==> config.mk <==
export PLATFORM = sky130hd
export DESIGN_NAME = utf8_to_utf16_transcoder
export DESIGN_NICKNAME = d
export VERILOG_FILES = /design/src/rtl/u2u_pkg.sv /design/src/rtl/u2u_decoder.sv /design/src/rtl/u2u_result_fifo.sv /design/src/rtl/utf8_to_utf16_transcoder.sv
export SDC_FILE = /design/constraint.sdc
export NUM_CORES = 1
export LEC_CHECK = 0
export BUFFER_PORTS_ARGS = -buffer_cell sky130_fd_sc_hd__buf_4
export CORE_UTILIZATION = 62
export DETAILED_ROUTE_END_ITERATION = 12
export GPL_ROUTABILITY_DRIVEN = 0
export PLACE_DENSITY = 0.89
export SLEW_MARGIN = 20
export SYNTH_ARGS = -nofsm -noshare
export SYNTH_HDL_FRONTEND = slang
export SYNTH_HIERARCHICAL = 1
export SYNTH_SLANG_ARGS = --single-unit
==> constraint.sdc <==
create_clock -name clk_i -period 6.82 [get_ports clk_i]
set_input_delay 1.705 -clock clk_i [delete_from_list [all_inputs] [get_ports clk_i]]
set_output_delay 1.705 -clock clk_i [all_outputs]
set_load 0.02 [all_outputs]
==> src/rtl/u2u_pkg.sv <==
// Package for the UTF-8 to UTF-16 transcoder.
// Holds the result status codes, the result record and the decoder output record.
// No dependencies.
package u2u_pkg;

  localparam int unsigned RESULT_DEPTH = 4;

  typedef enum logic [1:0] {
    ST_UNIT    = 2'd0,
    ST_INVALID = 2'd1,
    ST_PARTIAL = 2'd2
  } status_e;

  typedef struct packed {
    logic [15:0] unit_word;
    logic [20:0] code_point;
    status_e     status;
    logic        last_of_run;
  } result_t;

  typedef struct packed {
    logic [1:0] count;
    result_t    first;
    result_t    second;
  } decode_t;

endpackage

==> src/rtl/u2u_decoder.sv <==
// Per-byte UTF-8 decoder with the open-sequence state registers.
// Produces zero, one or two UTF-16 results for each byte it consumes.
// Depends on u2u_pkg.
module u2u_decoder (
  input  logic              clk_i,
  input  logic              rst_ni,
  input  logic              fire_i,
  input  logic [7:0]        byte_i,
  input  logic              eod_i,
  output u2u_pkg::decode_t  dec_o
);

  typedef struct packed {
    logic              emit;
    u2u_pkg::result_t  res;
    logic              open;
    logic [1:0]        cont;
    logic [4:0]        bits;
  } start_t;

  logic [1:0]  pend_q, pend_d;
  logic [20:0] part_q, part_d;

  function automatic u2u_pkg::result_t make_res(input logic [15:0] unit_word,
                                                input logic [20:0] code_point,
                                                input u2u_pkg::status_e status);
    u2u_pkg::result_t r;
    r.unit_word   = unit_word;
    r.code_point  = code_point;
    r.status      = status;
    r.last_of_run = 1'b0;
    return r;
  endfunction

  function automatic start_t start_byte(input logic [7:0] b, input logic eod);
    start_t s;
    s = '0;
    if (!b[7]) begin
      s.emit = 1'b1;
      s.res  = make_res({8'h00, b}, {13'h0000, b}, u2u_pkg::ST_UNIT);
    end else if (b[7:6] == 2'b10 || b[7:3] == 5'b11111) begin
      s.emit = 1'b1;
      s.res  = make_res(16'h0000, 21'h000000, u2u_pkg::ST_INVALID);
    end else begin
      if (!b[5]) begin
        s.cont = 2'd1;
        s.bits = b[4:0];
      end else if (!b[4]) begin
        s.cont = 2'd2;
        s.bits = {1'b0, b[3:0]};
      end else begin
        s.cont = 2'd3;
        s.bits = {2'b00, b[2:0]};
      end
      if (eod) begin
        s.emit = 1'b1;
        s.res  = make_res(16'h0000, 21'h000000, u2u_pkg::ST_PARTIAL);
      end else begin
        s.open = 1'b1;
      end
    end
    return s;
  endfunction

  start_t            st;
  logic [20:0]       pv;
  logic [20:0]       off;
  logic              bad_cp;
  u2u_pkg::decode_t  dec;

  always_comb begin
    st     = start_byte(byte_i, eod_i);
    pv     = {part_q[14:0], byte_i[5:0]};
    off    = pv - 21'h010000;
    bad_cp = (pv[20:11] == 10'h01B) || (pv[20:16] > 5'h10);
    dec    = '0;
    pend_d = pend_q;
    part_d = part_q;
    if (pend_q == 2'd0) begin
      dec.count = {1'b0, st.emit};
      dec.first = st.res;
      pend_d    = st.open ? st.cont : 2'd0;
      part_d    = st.open ? {16'h0000, st.bits} : 21'h000000;
    end else if (eod_i && pend_q > 2'd1) begin
      dec.count = 2'd1;
      dec.first = make_res(16'h0000, 21'h000000, u2u_pkg::ST_PARTIAL);
      pend_d    = 2'd0;
      part_d    = 21'h000000;
    end else if (byte_i[7:6] != 2'b10) begin
      dec.count  = st.emit ? 2'd2 : 2'd1;
      dec.first  = make_res(16'h0000, 21'h000000, u2u_pkg::ST_INVALID);
      dec.second = st.res;
      pend_d     = st.open ? st.cont : 2'd0;
      part_d     = st.open ? {16'h0000, st.bits} : 21'h000000;
    end else if (pend_q != 2'd1) begin
      pend_d = pend_q - 2'd1;
      part_d = pv;
    end else begin
      pend_d = 2'd0;
      part_d = 21'h000000;
      if (bad_cp) begin
        dec.count = 2'd1;
        dec.first = make_res(16'h0000, 21'h000000, u2u_pkg::ST_INVALID);
      end else if (pv[20:16] == 5'h00) begin
        dec.count = 2'd1;
        dec.first = make_res(pv[15:0], pv, u2u_pkg::ST_UNIT);
      end else begin
        dec.count  = 2'd2;
        dec.first  = make_res({6'b110110, off[19:10]}, pv, u2u_pkg::ST_UNIT);
        dec.second = make_res({6'b110111, off[9:0]}, pv, u2u_pkg::ST_UNIT);
      end
    end
    if (dec.count == 2'd1) begin
      dec.first.last_of_run = 1'b1;
    end
    if (dec.count == 2'd2) begin
      dec.second.last_of_run = 1'b1;
    end
    dec_o = dec;
  end

  always_ff @(posedge clk_i or negedge rst_ni) begin
    if (!rst_ni) begin
      pend_q <= 2'd0;
      part_q <= 21'h000000;
    end else if (fire_i) begin
      pend_q <= pend_d;
      part_q <= part_d;
    end
  end

endmodule

==> src/rtl/u2u_result_fifo.sv <==
// Result queue that takes up to two results per cycle and hands out one per beat.
// Reports space while at least two entries are free.
// Depends on u2u_pkg.
module u2u_result_fifo #(
  parameter int unsigned Depth = u2u_pkg::RESULT_DEPTH
) (
  input  logic              clk_i,
  input  logic              rst_ni,
  input  logic              push_i,
  input  u2u_pkg::decode_t  dec_i,
  output logic              space_o,
  output logic              out_valid_o,
  input  logic              out_ready_i,
  output u2u_pkg::result_t  head_o
);

  localparam int unsigned PtrW = $clog2(Depth);
  localparam int unsigned CntW = $clog2(Depth + 1);

  u2u_pkg::result_t mem_q [Depth];
  logic [PtrW-1:0]  wptr_q, wptr_d, wnext, rptr_q, rptr_d;
  logic [CntW-1:0]  cnt_q, cnt_d;
  logic [1:0]       npush;
  logic             pop;

  function automatic logic [PtrW-1:0] incr(input logic [PtrW-1:0] p);
    return (p == PtrW'(Depth - 1)) ? '0 : p + PtrW'(1);
  endfunction

  always_comb begin
    npush  = push_i ? dec_i.count : 2'd0;
    pop    = out_valid_o && out_ready_i;
    wnext  = incr(wptr_q);
    wptr_d = wptr_q;
    if (npush == 2'd1) begin
      wptr_d = wnext;
    end else if (npush == 2'd2) begin
      wptr_d = incr(wnext);
    end
    rptr_d = pop ? incr(rptr_q) : rptr_q;
    cnt_d  = cnt_q + CntW'(npush) - CntW'(pop);
  end

  assign out_valid_o = (cnt_q != '0);
  assign head_o      = mem_q[rptr_q];
  assign space_o     = (cnt_q <= CntW'(Depth - 2));

  always_ff @(posedge clk_i or negedge rst_ni) begin
    if (!rst_ni) begin
      wptr_q <= '0;
      rptr_q <= '0;
      cnt_q  <= '0;
    end else begin
      wptr_q <= wptr_d;
      rptr_q <= rptr_d;
      cnt_q  <= cnt_d;
    end
  end

  always_ff @(posedge clk_i) begin
    if (npush != 2'd0) begin
      mem_q[wptr_q] <= dec_i.first;
    end
    if (npush == 2'd2) begin
      mem_q[wnext] <= dec_i.second;
    end
  end

endmodule

==> src/rtl/utf8_to_utf16_transcoder.sv <==
// UTF-8 to UTF-16 transcoder: input register, per-byte decoder and a result queue.
// An input beat passes through the input register and the decoder into the result queue, which drives the output.
// Throughput is one byte per cycle while the queue has space; a surrogate pair or an error followed by a
// restart puts two results on the output, one per cycle while out_ready_i is high, set by the single output port.
// Reset clears the open sequence, the input register's valid flag and the queue.
// Depends on u2u_pkg, u2u_decoder and u2u_result_fifo.
module utf8_to_utf16_transcoder #(
  parameter int unsigned ResultDepth = u2u_pkg::RESULT_DEPTH
) (
  input  logic        clk_i,
  input  logic        rst_ni,
  input  logic        in_valid_i,
  output logic        in_ready_o,
  input  logic [7:0]  byte_value_i,
  input  logic        end_of_data_i,
  output logic        out_valid_o,
  input  logic        out_ready_i,
  output logic [15:0] unit_word_o,
  output logic [20:0] code_point_o,
  output logic [1:0]  status_o,
  output logic        last_of_run_o
);

  logic              valid_q;
  logic [7:0]        byte_q;
  logic              eod_q;
  logic              space;
  logic              fire;
  u2u_pkg::decode_t  dec;
  u2u_pkg::result_t  head;

  assign fire       = valid_q && space;
  assign in_ready_o = !valid_q || fire;

  always_ff @(posedge clk_i or negedge rst_ni) begin
    if (!rst_ni) begin
      valid_q <= 1'b0;
    end else if (in_ready_o) begin
      valid_q <= in_valid_i;
    end
  end

  always_ff @(posedge clk_i) begin
    if (in_valid_i && in_ready_o) begin
      byte_q <= byte_value_i;
      eod_q  <= end_of_data_i;
    end
  end

  u2u_decoder u_decoder (
    .clk_i  (clk_i),
    .rst_ni (rst_ni),
    .fire_i (fire),
    .byte_i (byte_q),
    .eod_i  (eod_q),
    .dec_o  (dec)
  );

  u2u_result_fifo #(
    .Depth (ResultDepth)
  ) u_result_fifo (
    .clk_i       (clk_i),
    .rst_ni      (rst_ni),
    .push_i      (fire),
    .dec_i       (dec),
    .space_o     (space),
    .out_valid_o (out_valid_o),
    .out_ready_i (out_ready_i),
    .head_o      (head)
  );

  assign unit_word_o   = head.unit_word;
  assign code_point_o  = head.code_point;
  assign status_o      = head.status;
  assign last_of_run_o = head.last_of_run;

endmodule

[Yosys cells after proc, flatten, opt, wreduce, memory -nomap -nowiden]
Memories as Yosys holds them, arrays and structs flattened.
Index checks and enable logic that the tools add are counted.
Storage, ports and cells
  register bits: 34
  RAM bits: 160
  input bits: 13
  logic and storage cells: 85
  memories kept: 1
Memories
  u_result_fifo.mem_q: depth 4, bits a word 40, read ports 1, clocked after memory_dff 0, wr ports 2, line u2u_result_fifo.sv:20  | u2u_pkg::result_t mem_q [Depth];
Cells by class
  add/subtract/negate cells: 7
  magnitude comparators: 3
  eq/ne operators: 12
  multiplexer cells: 41
  reduce and logical (&&, ||, !) cells: 13
Operator list (count)
  $mux W42: 4
  $mux W82: 2
  $mux W40: 4
  $mux W41: 3
  $mux W15: 4
  $mux W2: 12
  $sub A20 B17 Y20 const B: 1
  $mux W8: 2
  $eq A2 B2 Y1 const B: 6
  $eq A10 B5 Y1 const B: 1
  $mux W1: 7
  $mux W7: 1
  $add A2 B1 Y2 const B: 3
  $mux W6: 1
  $eq A5 B5 Y1 const B: 1
  $gt A5 B5 Y1 const B: 1
  $logic_not A5 Y1: 1
  $mux W5: 1
  $eq A2 B1 Y1 const B: 2
  $logic_and A1 B1 Y1: 4
  $reduce_bool A2 Y1: 2
  $add A3 B2 Y3: 1
  $le A3 B2 Y1 const B: 1
  $logic_or A1 B1 Y1: 3
  8 further kinds: 8

[Longest topological paths before layout]
  depth in word-level cells: 12
  depth in mapped cells: 12
  gate-level depth less buffers: 12

[Cells and area by module]
The synthesis kept the hierarchy.
By module, submodules not included
  u2u_result_fifo: times used 1, cells an instance 446, area an instance 8240.4 µm²
  u2u_decoder: times used 1, cells an instance 203, area an instance 1691.6 µm²
  utf8_to_utf16_transcoder: times used 1, cells an instance 14, area an instance 330.3 µm²

[Worst setup path after synthesis]
Ideal clock, no wire load.
  path kind: reg2reg
  start: register u_decoder.part_q[10]
  end: memory u_result_fifo/mem_q[0][0] in the netlist's numbering, enable pin
  data arrival time: 4.827 ns
  required time: 6.327 ns
  setup slack: 1.500 ns
  stages on the path, launching flop included: 10
  buffers on the path: 0
  period minus slack after synthesis: 5.320 ns
  cells stage by stage: dfrtp_1 -> inv_1 -> ha_1 -> or2_2 -> a21oi_1 -> o21ai_0 -> a311oi_1 -> nand2_1 -> ha_1 -> o21ai_0
RTL lines
  start, declared: line u2u_decoder.sv:22  | logic [20:0] part_q, part_d;
  start signal, assigned: line u2u_decoder.sv:128  | part_q <= part_d;
  end, declared: line u2u_result_fifo.sv:20

==> metrics.md <==
| Metric | Value |
|---|---|
| Number of cells upsized or downsized after cts | `0` |
| Clock skew after layout | `~0.0095 ns` |
| Post-DP HPWL | `around 14000 um` |
| Routed met2 length | `11500 um` |
| Port Buf Inserts | `54` |
| Number of global-route vias before repair | `6184` |
| GR Util All Layers | `0.279` |
| Die height | `131 um` |
| Type of element capturing the critical path | `register` |
| Number of placement rows | `46` |
| Detailed-route wire length | `about 23000 um` |
| Achievable Freq | `between 0.2 and 0.25 GHz` |
| Setup repair after global routing missed its margin | `no` |
| Library cell occupying the most area in the post-synthesis netlist | `sky130_fd_sc_hd__edfxtp_1` |
| Core outline area | `16000 um^2` |
| Count of warnings emitted by yosys | `6` |
| Setup-violating endpoint count in the final report | `0` |
| Largest voltage drop on the vdd net | `0.308 mV` |
| Highest routed layer | `met4` |
| Data required time at the worst endpoint | `just under 7 ns` |
| Detail Route Antenna Nets | `0` |
| Gate Count Post-Synth | `approximately 660` |
| DR vias/cell | `between 6 and 7` |
| Hold crit path type | `reg -> reg` |
| Hold buffers post-CTS | `0` |
| Unique masters post-synth | `61` |
| Number of vias in the routed layout | `~6.1k` |
| Buffer cell driving the clock tree root | `sky130_fd_sc_hd__clkbuf_16` |
| Post-synthesis sequential area ratio | `0.555` |
| Number of antenna violations at the first check in global routing | `0` |
| Maximum fanout encountered on the critical timing path | `41` |
| Post-synthesis instance area | `approximately 10000 um^2` |
| Sum of internal, switching and leakage power | `a little under 0.005 W` |
| Total of max-cap violations | `0` |
| Net count, final | `a little over 700` |
| Mapped Avg Cell Area | `~15 um^2` |
| Max-Slew Margin vs Limit | `0.222` |
| Violation count after the first detailed-route iteration | `between 600 and 700` |
| Commonest non-fill, non-tap cells in the layout | `169 x sky130_fd_sc_hd__edfxtp_1, 163 x sky130_fd_sc_hd__mux2_2, 59 x sky130_fd_sc_hd__buf_4, 40 x sky130_fd_sc_hd__mux4_2` |
| Most common cell after layout, fill and taps aside | `sky130_fd_sc_hd__edfxtp_1` |
| Clock tree buffer depth | `2` |
| Yosys reg bits | `between 150 and 200` |
| Insertion delay to the later sink of the worst-skew pair | `between 0.4 and 0.5 ns` |
| First-pass detailed-route iteration total | `6` |
| Leakage dissipation | `4.33 nW` |
| Effective utilization at floorplan | `0.641` |
| Pin count of the biggest net entering global routing | `43` |
| Share of layout cells above drive strength 1 | `0.450` |
| Residual overflow from global routing | `0` |
| Average detailed-routed wire length per instance | `about 25 um` |
| Pre-CTS setup slack | `around 2.3 ns` |
| Min cycle time layout | `between 4 and 5 ns` |
| Fraction of synthesis flops using an asynchronous set or reset pin | `0.129` |
| Cell area power density | `431 nW/um^2` |
| Main flop type after synthesis | `sky130_fd_sc_hd__edfxtp_1` |
| Sort of element at the start of the critical path | `register` |
| Endpoint arrival time on the critical path | `between 4 and 5 ns` |
| Transition time at the pin with the least slew margin | `about 1.2 ns` |
| CP Class | `reg -> reg` |
| Global-route wire length before repair | `~34000 um` |
| Met3 WL post-DR | `1580 um` |
| Top cells by area, synth | `sky130_fd_sc_hd__edfxtp_1 49%, sky130_fd_sc_hd__mux2_2 18%, sky130_fd_sc_hd__mux4_2 8.8%` |
| Layout-stage area growth over the synthesis result | `10.1%` |
| Post-detailed-route DRC marker count | `0` |
| Fraction of the cycle the final worst path needs | `0.672` |
| Number of hold-slack violations in the final timing report | `0` |
| Top-area cell type share of the netlist area | `0.495` |
| Setup total negative slack | `0 ns` |
| Register clock-pin slew on the reported worst setup and hold paths | `0.07 ns` |
| Number of placed I/O pins | `between 50 and 60` |
| Ant. Diodes | `0` |
| TritonCTS clock tree | `built` |
| Post-CTS setup buffer count | `0` |
| Max Transition Viols Final | `0` |
| Wire length on met1 | `around 8800 um` |
| Syn nets | `about 690` |
| Die width | `about 130 um` |
| Number of enable flip-flop cells after synthesis | `around 170` |
| Clock buffers created by TritonCTS | `17` |
| Die Footprint | `about 17000 um^2` |
| Clock H-tree levels | `4` |
| Worst Slack Setup Final | `between 2 and 2.5 ns` |
| Result of the run | `complete, no violations` |
| CTS Sinks | `between 150 and 200` |
==> registers in the layout (all words and copies together) (netlist names) <==
register and flops:
byte_q 8, eod_q 1, u_decoder/part_q 15, u_decoder/pend_q 2, u_result_fifo/cnt_q 3, u_result_fifo/mem_q 160, u_result_fifo/rptr_q 2, u_result_fifo/wptr_q 2
valid_q 1
==> cell usage after synthesis, types with 2 or more instances <==
cell / count
sky130_fd_sc_hd__nand2b_1: 2
sky130_fd_sc_hd__a311oi_1: 2
sky130_fd_sc_hd__mux4_2: 40
sky130_fd_sc_hd__a22o_1: 19
sky130_fd_sc_hd__o2bb2ai_1: 3
sky130_fd_sc_hd__and2_1: 23
sky130_fd_sc_hd__nand2_1: 12
sky130_fd_sc_hd__o21ai_0: 10
sky130_fd_sc_hd__a21o_1: 4
sky130_fd_sc_hd__and3_1: 3
sky130_fd_sc_hd__clkbuf_1: 5
sky130_fd_sc_hd__nor3_1: 4
sky130_fd_sc_hd__xnor2_1: 3
sky130_fd_sc_hd__o22ai_1: 2
sky130_fd_sc_hd__buf_6: 5
sky130_fd_sc_hd__inv_1: 22
sky130_fd_sc_hd__o31ai_1: 4
sky130_fd_sc_hd__or2_2: 3
sky130_fd_sc_hd__nor3b_1: 3
sky130_fd_sc_hd__a211oi_1: 3
sky130_fd_sc_hd__mux2_2: 163
sky130_fd_sc_hd__dfrtp_1: 25
sky130_fd_sc_hd__a21boi_0: 11
sky130_fd_sc_hd__nand4_1: 2
sky130_fd_sc_hd__buf_4: 20
sky130_fd_sc_hd__a21oi_1: 11
sky130_fd_sc_hd__nor4bb_1: 3
sky130_fd_sc_hd__edfxtp_1: 169
sky130_fd_sc_hd__nor2_1: 12
sky130_fd_sc_hd__ha_1: 17
sky130_fd_sc_hd__a211o_1: 2
sky130_fd_sc_hd__o21ai_1: 2
sky130_fd_sc_hd__nand3_1: 2
sky130_fd_sc_hd__buf_2: 25
==> worst paths after layout <==
check | endpoint | cells past startpoint | slack (ns) | from
max | u_result_fifo/mem_q[3][27] | 12 | 2.24 | u_decoder/part_q[10]
min | valid_q | 2 | 0.54 | valid_q
max reg2reg | u_result_fifo/mem_q[3][27] | 12 | 2.24 | u_decoder/part_q[10]
min reg2reg | valid_q | 2 | 0.54 | valid_q
max in group asynchronous | u_result_fifo/rptr_q[1] | 1 | 5.38 | rst_ni
min in group asynchronous | valid_q | 1 | 1.17 | rst_ni
==> final cells by class <==
cell class | count | area, um^2
clock buffers | 18 | 429
clock inverters | 14 | 178
fillers | 1030 | 4700
inverters | 22 | 82.6
multi-input cells | 391 | 4190
flip-flops and latches | 194 | 5700
well taps | 216 | 270
repair buffers | 59 | 443
==> report_power, final <==
group | internal [W] | switching (W)
clock | 0.000582 | 0.000453
combinational | 0.000851 | 0.00107
sequential | 0.00170 | 0.000214
==> logic make-up after synthesis <==
family	Yosys count	share of synthesized area
AO/OA/AOI/OAI	82	0.0593
AND/OR/NAND/NOR	82	0.0486
other	1	0.000365
adder cells (fa/ha/maj)	18	0.0227
buffers and inverters	78	0.0425
XOR/XNOR	4	0.00341
multiplexers	204	0.268
flip-flops	194	0.555
==> per-layer routing <==
layer / track usage / vias up
met5: 0 / -
met4: 0.111 / 0
met3: 0.0456 / 59
met2: 0.473 / 351
met1: 0.362 / 3098
li1: - / 2625
==> per-stage QoR <==
step	cells	cell area, um^2	utilization	hold WS (ns)
5_1_grt	914	11300	0.706	0.570
3_5_place_dp	882	10700	0.668	0.528
6_report	914	11300	0.706	0.536
2_1_floorplan	663	10300	-	0.502
4_1_cts	914	11300	0.706	0.542
3_3_place_gp	882	10700	0.667	0.523
==> critical path, cell delays in order, from the launching register on <==
cell and delay [ns]:
sky130_fd_sc_hd__dfrtp_1 0.41, sky130_fd_sc_hd__inv_1 0.10, sky130_fd_sc_hd__ha_1 0.28, sky130_fd_sc_hd__or2_2 0.32
sky130_fd_sc_hd__a21oi_1 0.27, sky130_fd_sc_hd__o21ai_0 0.19, sky130_fd_sc_hd__a311oi_1 0.31, sky130_fd_sc_hd__nand2_1 0.16
sky130_fd_sc_hd__inv_1 0.09, sky130_fd_sc_hd__ha_1 0.34, sky130_fd_sc_hd__nand2_2 0.70, sky130_fd_sc_hd__o21ai_4 0.70
sky130_fd_sc_hd__buf_4 0.40
Power figures use the tool's default switching activity.
